[config.mk]
export PLATFORM = sky130hd
export DESIGN_NAME = button_debounce_press_hold
export DESIGN_NICKNAME = d
export VERILOG_FILES = /design/src/design/bdph_pkg.sv /design/src/design/bdph_lane.sv /design/src/design/bdph_merge.sv /design/src/design/button_debounce_press_hold.sv
export SDC_FILE = /design/constraint.sdc
export NUM_CORES = 1
export LEC_CHECK = 0
export ABC_AREA = 0
export BUFFER_PORTS_ARGS = -buffer_cell sky130_fd_sc_hd__clkbuf_2
export CORE_UTILIZATION = 35
export CTS_CLUSTER_SIZE = 25
export DETAILED_ROUTE_END_ITERATION = 6
export PLACE_DENSITY_LB_ADDON = 0.15
export RECOVER_POWER = 50
export SLEW_MARGIN = 30
export SYNTH_ARGS = -nofsm -noshare
export SYNTH_HDL_FRONTEND = slang
export SYNTH_HIERARCHICAL = 1
export SYNTH_SLANG_ARGS = --single-unit
[constraint.sdc]
create_clock -name i_clk -period 3.5 [get_ports i_clk]
set_clock_uncertainty 0.05 [all_clocks]
set_input_delay 0.175 -clock i_clk [delete_from_list [all_inputs] [get_ports i_clk]]
set_output_delay 0.175 -clock i_clk [all_outputs]
set_load 0.02 [all_outputs]
[src/design/bdph_pkg.sv]
// Shared types and constants for the three-button debouncer with long-press detection.
// It depends on nothing. The lane, output stage and top level all use it.
`timescale 1ns / 1ps

package bdph_pkg;

    // Number of debounced buttons (up, down, start).
    localparam int BTN_COUNT = 3;

    localparam int PORT_W    = 8;
    localparam int COUNT_W   = 8;
    localparam int LIMIT_W   = 8;
    localparam int OUT_W     = 32;
    localparam int CFG_IDX_W = 1;
    localparam int CFG_DAT_W = 8;

    // Configuration register indexes.
    localparam logic [CFG_IDX_W-1:0] CFG_HOLD_LIMIT    = 1'd0;
    localparam logic [CFG_IDX_W-1:0] CFG_PRESSED_LEVEL = 1'd1;

    // Values of the configuration registers after reset.
    localparam logic [LIMIT_W-1:0] HOLD_LIMIT_RST    = 8'd100;
    localparam logic               PRESSED_LEVEL_RST = 1'b0;

    // Port bit that carries each button: up, down, start.
    localparam logic [2:0] PORT_BIT [BTN_COUNT] = '{3'd4, 3'd5, 3'd2};

    // Next state of one button lane, which is also what the result shows.
    typedef struct packed {
        logic               short_flag;
        logic               long_flag;
        logic [COUNT_W-1:0] count;
    } t_lane_res;

endpackage

[src/design/bdph_lane.sv]
// One button lane: two-sample debounce, hold counter, short and long flags.
// It depends on bdph_pkg for widths and the lane result type.
`timescale 1ns / 1ps

module bdph_lane (
    input  logic                             i_clk,
    input  logic                             i_rst_n,
    input  logic                             i_accept,
    input  logic                             i_sample,
    input  logic                             i_pressed_level,
    input  logic [bdph_pkg::LIMIT_W-1:0]     i_hold_limit,
    output bdph_pkg::t_lane_res              o_next
);

    logic                           r_newer;
    logic                           r_short;
    logic                           r_long;
    logic [bdph_pkg::COUNT_W-1:0]   r_count;
    logic                           n_short;
    logic                           n_long;
    logic [bdph_pkg::COUNT_W-1:0]   n_count;
    logic                           w_stable;

    // The level is stable when the new sample matches the latest stored one.
    assign w_stable = (i_sample == r_newer);

    // Next lane state for the incoming sample.
    always_comb begin
        n_short = r_short;
        n_long  = r_long;
        n_count = r_count;
        if (w_stable) begin
            if (i_sample == i_pressed_level) begin
                if (r_count < i_hold_limit) begin
                    n_count = r_count + 1'b1;
                end else begin
                    n_long = 1'b1;
                end
            end else begin
                n_short = (r_count != '0) && !r_long;
                n_count = '0;
                n_long  = 1'b0;
            end
        end
    end

    assign o_next = '{short_flag: n_short, long_flag: n_long, count: n_count};

    // Lane state advances on every accepted tick.
    always_ff @(posedge i_clk) begin
        if (!i_rst_n) begin
            r_newer <= 1'b0;
            r_short <= 1'b0;
            r_long  <= 1'b0;
            r_count <= '0;
        end else if (i_accept) begin
            r_newer <= i_sample;
            r_short <= n_short;
            r_long  <= n_long;
            r_count <= n_count;
        end
    end

    // A stable released tick always leaves the counter and long flag cleared.
    a_release_clears: assert property (@(posedge i_clk) disable iff (!i_rst_n)
        i_accept && w_stable && (i_sample != i_pressed_level)
        |=> (r_count == '0) && !r_long)
        else $error("hold counter or long flag survived a release");

    // A short press can only be recorded when the long flag is clear.
    a_short_long_excl: assert property (@(posedge i_clk) disable iff (!i_rst_n)
        i_accept && w_stable && (i_sample != i_pressed_level) && r_long
        |=> !r_short)
        else $error("short press flagged after a long hold");

endmodule

[src/design/bdph_merge.sv]
// Merging stage: packs the lane results into one result word and holds it
// in an output register backed by a skid register. Depends on bdph_pkg.
`timescale 1ns / 1ps

module bdph_merge (
    input  logic                                        i_clk,
    input  logic                                        i_rst_n,
    input  logic                                        i_accept,
    input  bdph_pkg::t_lane_res [bdph_pkg::BTN_COUNT-1:0] i_lanes,
    output logic                                        o_in_ready,
    output logic                                        o_valid,
    input  logic                                        i_ready,
    output logic [bdph_pkg::OUT_W-1:0]                  o_data
);

    logic [bdph_pkg::OUT_W-1:0] w_word;
    logic [bdph_pkg::OUT_W-1:0] r_out;
    logic [bdph_pkg::OUT_W-1:0] r_skid;
    logic                       r_out_valid;
    logic                       r_skid_valid;
    logic                       w_take;

    // Result word: short flags, long flags, then the three hold counters.
    assign w_word = {2'b00,
                     i_lanes[2].count, i_lanes[1].count, i_lanes[0].count,
                     i_lanes[2].long_flag, i_lanes[1].long_flag, i_lanes[0].long_flag,
                     i_lanes[2].short_flag, i_lanes[1].short_flag, i_lanes[0].short_flag};

    assign w_take     = r_out_valid && i_ready;
    assign o_in_ready = !r_skid_valid;
    assign o_valid    = r_out_valid;
    assign o_data     = r_out;

    // Output register with skid: a new result goes to the skid only when
    // the output register is full and not being drained.
    always_ff @(posedge i_clk) begin
        if (!i_rst_n) begin
            r_out_valid  <= 1'b0;
            r_skid_valid <= 1'b0;
        end else begin
            if (r_skid_valid) begin
                if (w_take) begin
                    r_out        <= r_skid;
                    r_skid_valid <= 1'b0;
                end
            end else if (i_accept) begin
                if (!r_out_valid || w_take) begin
                    r_out       <= w_word;
                    r_out_valid <= 1'b1;
                end else begin
                    r_skid       <= w_word;
                    r_skid_valid <= 1'b1;
                end
            end else if (w_take) begin
                r_out_valid <= 1'b0;
            end
        end
    end

    // The skid never holds a result while the output register is empty.
    a_skid_behind_out: assert property (@(posedge i_clk) disable iff (!i_rst_n)
        r_skid_valid |-> r_out_valid)
        else $error("skid register full with empty output register");

    // A transfer accepted into a stalled full output must land in the skid.
    a_stall_to_skid: assert property (@(posedge i_clk) disable iff (!i_rst_n)
        i_accept && r_out_valid && !i_ready |=> r_skid_valid)
        else $error("accepted result lost while output stalled");

endmodule

[src/design/button_debounce_press_hold.sv]
// Top level of the three-button debouncer with short-press and long-hold flags.
// Depends on bdph_pkg, bdph_lane (one per button) and bdph_merge.
//
//  channel  direction  handshake                       payload
//  s_axis   in         s_axis_tvalid / s_axis_tready   tdata[7:0] port_byte
//  m_axis   out        m_axis_tvalid / m_axis_tready   tdata[29:0] result fields
//  cfg      in         i_cfg_we                        i_cfg_addr, i_cfg_wdata
//
// One tick transfer is accepted per clock while s_axis_tready is high.
// All lanes update in the accepting cycle; the merge stage registers the result.
// The output and skid registers hold up to two results while m_axis stalls.
// s_axis_tready is low while the skid is full, including the cycle it drains.
// Synchronous active-low reset clears all lane state and restores the registers.
`timescale 1ns / 1ps

module button_debounce_press_hold (
    input  logic                             i_clk,
    input  logic                             i_rst_n,
    input  logic                             s_axis_tvalid,
    output logic                             s_axis_tready,
    input  logic [bdph_pkg::PORT_W-1:0]      s_axis_tdata,   // [7:0] port_byte
    output logic                             m_axis_tvalid,
    input  logic                             m_axis_tready,
    // [2:0] short_press, [5:3] long_hold, [13:6] hold_count_up,
    // [21:14] hold_count_down, [29:22] hold_count_start, [31:30] zero
    output logic [bdph_pkg::OUT_W-1:0]       m_axis_tdata,
    input  logic                             i_cfg_we,
    input  logic [bdph_pkg::CFG_IDX_W-1:0]   i_cfg_addr,
    input  logic [bdph_pkg::CFG_DAT_W-1:0]   i_cfg_wdata
);

    logic [bdph_pkg::LIMIT_W-1:0]                 r_hold_limit;
    logic                                         r_pressed_level;
    logic                                         w_accept;
    bdph_pkg::t_lane_res [bdph_pkg::BTN_COUNT-1:0] w_lanes;

    assign w_accept = s_axis_tvalid && s_axis_tready;

    // Configuration registers.
    always_ff @(posedge i_clk) begin
        if (!i_rst_n) begin
            r_hold_limit    <= bdph_pkg::HOLD_LIMIT_RST;
            r_pressed_level <= bdph_pkg::PRESSED_LEVEL_RST;
        end else if (i_cfg_we) begin
            unique case (i_cfg_addr)
                bdph_pkg::CFG_HOLD_LIMIT:    r_hold_limit    <= i_cfg_wdata;
                bdph_pkg::CFG_PRESSED_LEVEL: r_pressed_level <= i_cfg_wdata[0];
                default: ;
            endcase
        end
    end

    // One lane per button, each fed from its fixed port bit.
    for (genvar b = 0; b < bdph_pkg::BTN_COUNT; b++) begin : g_lane
        bdph_lane u_lane (
            .i_clk           (i_clk),
            .i_rst_n         (i_rst_n),
            .i_accept        (w_accept),
            .i_sample        (s_axis_tdata[bdph_pkg::PORT_BIT[b]]),
            .i_pressed_level (r_pressed_level),
            .i_hold_limit    (r_hold_limit),
            .o_next          (w_lanes[b])
        );
    end

    // Merge the lane results into the output stream.
    bdph_merge u_merge (
        .i_clk      (i_clk),
        .i_rst_n    (i_rst_n),
        .i_accept   (w_accept),
        .i_lanes    (w_lanes),
        .o_in_ready (s_axis_tready),
        .o_valid    (m_axis_tvalid),
        .i_ready    (m_axis_tready),
        .o_data     (m_axis_tdata)
    );

endmodule
==> results.tsv <==
metric	value	unit
final instance area	6360	um2
post-route ant nets	0	
minimum clock period	2.56	ns
CP startpoint kind	register	
Worst IR Drop VDD	239	uV
Hold Crit Start	i_cfg_wdata[3]	
synth warn	6	
average wire per standard cell	15.3	um
part of the power in registers	50.3	%
most frequent cells in the layout	edfxtp_1 (60), dfxtp_1 (44), a21oi_1 (43), inv_1 (41), nand2_1 (40)	
deepest clock path buffer count	2	
Via density	5.20	
max_cap viols	0	
Synth Cell Area	5780	um2
IO Port Bufs	48	
syn avg cell area	10.4	um2
cell-internal power	2.03	mW
net switching power	706	uW
initial core utilization	36.1	%
initial antenna violation count	0	
EDFF count, synth	60	
Hold EP	r_hold_limit[3]	
max_slew headroom	1.77	%
Pleak	2.37	nW
Area growth, synth to finish	9.98	%
asr flop ratio synth	0	%
kind of critical path	reg -> reg	
Final Hold Vio Count	0	
Initial DRC Count	173	
largest net degree at the start of global routing	35	
Hold Crit Class	in -> reg	
# setup viols final	0	
Sw Ratio	25.8	%
Mapped Cells	556	
post-synth cell types	45	
Crit Reg-Reg Endpoint	u_merge/o_data[28]	
#FFs+latches synth	104	
die width	131	um
setup tns final	0	ns
CTS tree	yes	
Clock Power Share	36.7	%
# diodes	0	
period utilization	73.3	%
routability cong.	0.827	
Residual DRC	0	
Clock Pin Slew Worst Setup and Hold Paths	0.07	ns
commonest non-fill, non-tap cell in the layout	edfxtp_1	
R2R setup slack	0.94	ns
vias in the first global route	3879	
postcts setup bufs	0	
DIE AREA	17000	um2
total track usage	15.5	%
IO Count	56	
Setup crit end kind	register	
root buffer cell	clkbuf_16	
overall power	2.74	mW
clk sink count	104	
DP HPWL	8.63	mm
Final WS setup	0.935	ns
CTS Buf Count	9	
DR vias	4217	
pwr/cell area	430	nW/um2
pre-CTS setup slack	0.954	ns
critical-path maximum fanout	27	
H-tree levels	3	
layout cells sized above 1	13.1	%
core area	16000	um2
combinational power share	13.0	%
insertion delay to the later sink of the worst-skew pair	0.35	ns
drt pass-1 iters	4	
Critical R2R Launch	g_lane[2].u_lane/r_count[2]	
FMAX	390	MHz
first-pass GRT wire length	20.2	mm
floorplan row count	46	
grt total ovfl	0	
CTS resizes	0	
placed cell areas	6130	um2
data required time of the worst path	3.67	ns
cts hold-fix bufs	0	
Worst Hold Depth	3	
WP data arrival	2.74	ns
pins over their slew limit	0	
Worst R2R Path Depth	7	
worst slew pin tran	1.47	ns
Die Height	131	um
RSZ-0062 raised after global routing	no	
Total Routed Length	12.4	mm
status	complete, no violations	
register area share after synthesis	46.4	%
Final nets	639	
main flop type after synthesis	edfxtp_1	
## cell families after synthesis
family	Yosys count	synth area share, %
xor gates and xnor gates	6	1.30
muxes	46	8.68
adders and majority gates	27	5.85
AOI/OAI and AO/OA	135	15.6
and+or+nand+nor	164	15.7
buffers and inverters	73	6.41
DFF	104	46.4
other	1	0.0649
## stage by stage
step	std cells	utilization (%)	hold slack, ns
6_report	811	39.7	0.0139
4_1_cts	811	40.2	0.00581
3_3_place_gp	795	38.3	0.367
3_5_place_dp	795	38.3	0.379
5_1_grt	811	39.7	0.00937
2_1_floorplan	557	-	0.225
## registers in the layout (all words and copies together) (netlist names)
signal / flops
u_merge/o_valid: 1
r_hold_limit: 8
u_merge/o_data: 30
u_merge/r_skid_valid: 1
g_lane.u_lane/r_count: 24
g_lane.u_lane/r_newer: 3
u_merge/r_skid: 30
g_lane.u_lane/r_long: 3
r_pressed_level: 1
g_lane.u_lane/r_short: 3
## synth_stat cells (13+ instances only)
| cell | count | share of area [%] |
|---|---|---|
| a21oi_1 | 43 | 3.7 |
| dfxtp_1 | 44 | 15 |
| edfxtp_1 | 60 | 31 |
| ha_1 | 27 | 5.8 |
| inv_1 | 41 | 2.7 |
| mux2_2 | 33 | 6.4 |
| mux2i_1 | 13 | 2.3 |
| nand2_1 | 40 | 2.6 |
| nand3_1 | 15 | 1.3 |
| nor2_1 | 24 | 1.6 |
| nor2b_1 | 14 | 1.5 |
| o211ai_1 | 15 | 1.9 |
| o21ai_0 | 25 | 2.2 |
| or3_1 | 21 | 2.3 |
## layer usage
metal	track usage (%)	vias up	share of wire (%)
met5	0	-	0
met2	24.4	74	47
li1	-	2111	-
met1	20.9	2023	49
met3	2.48	9	3.3
met4	7.10	0	1.3
## critical path: stages, from the launching register on
cell,delay (ns)
dfxtp_1,0.52
ha_1,0.31
a211oi_1,0.22
o21ai_0,0.21
a21o_4,0.35
or3_1,0.36
a21oi_1,0.21
mux2_2,0.19
## final cells by class
| type | instances | area [um2] |
|---|---|---|
| Inverter | 41 | 154 |
| Multi-Input combinational cell | 380 | 2720 |
| Tap cell | 216 | 270 |
| Clock buffer | 12 | 236 |
| Sequential cell | 104 | 2680 |
| Timing Repair Buffer | 54 | 235 |
| Clock inverter | 4 | 55.1 |
| Fill cell | 1623 | 9640 |
## worst max-delay path by stage
stage	start	end	slack [ns]	depth (start not counted)
detailed placement	g_lane[1].u_lane/r_count[2]	u_merge/o_data[20]	0.95	7
global placement	g_lane[2].u_lane/r_count[2]	u_merge/o_data[26]	1.03	7
floorplan	u_merge/r_skid_valid	u_merge/o_data[0]	0.46	6
global route	g_lane[1].u_lane/r_count[2]	u_merge/o_data[20]	0.75	7
CTS	g_lane[1].u_lane/r_count[2]	u_merge/o_data[18]	0.96	7
finish	g_lane[2].u_lane/r_count[2]	u_merge/o_data[28]	0.94	7
## power groups by stage
stage / Clock (mW) / Sequential (mW) / Combinational (mW)
6_report: 1.00 / 1.38 / 0.354
3_5_place_dp: 0 / 1.41 / 0.368
4_1_cts: 1.04 / 1.38 / 0.370
3_3_place_gp: 0 / 1.40 / 0.363
5_1_grt: 1.09 / 1.38 / 0.393
2_1_floorplan: 0 / 1.43 / 0.249
Note: power is estimated with default switching activity, not from simulation.
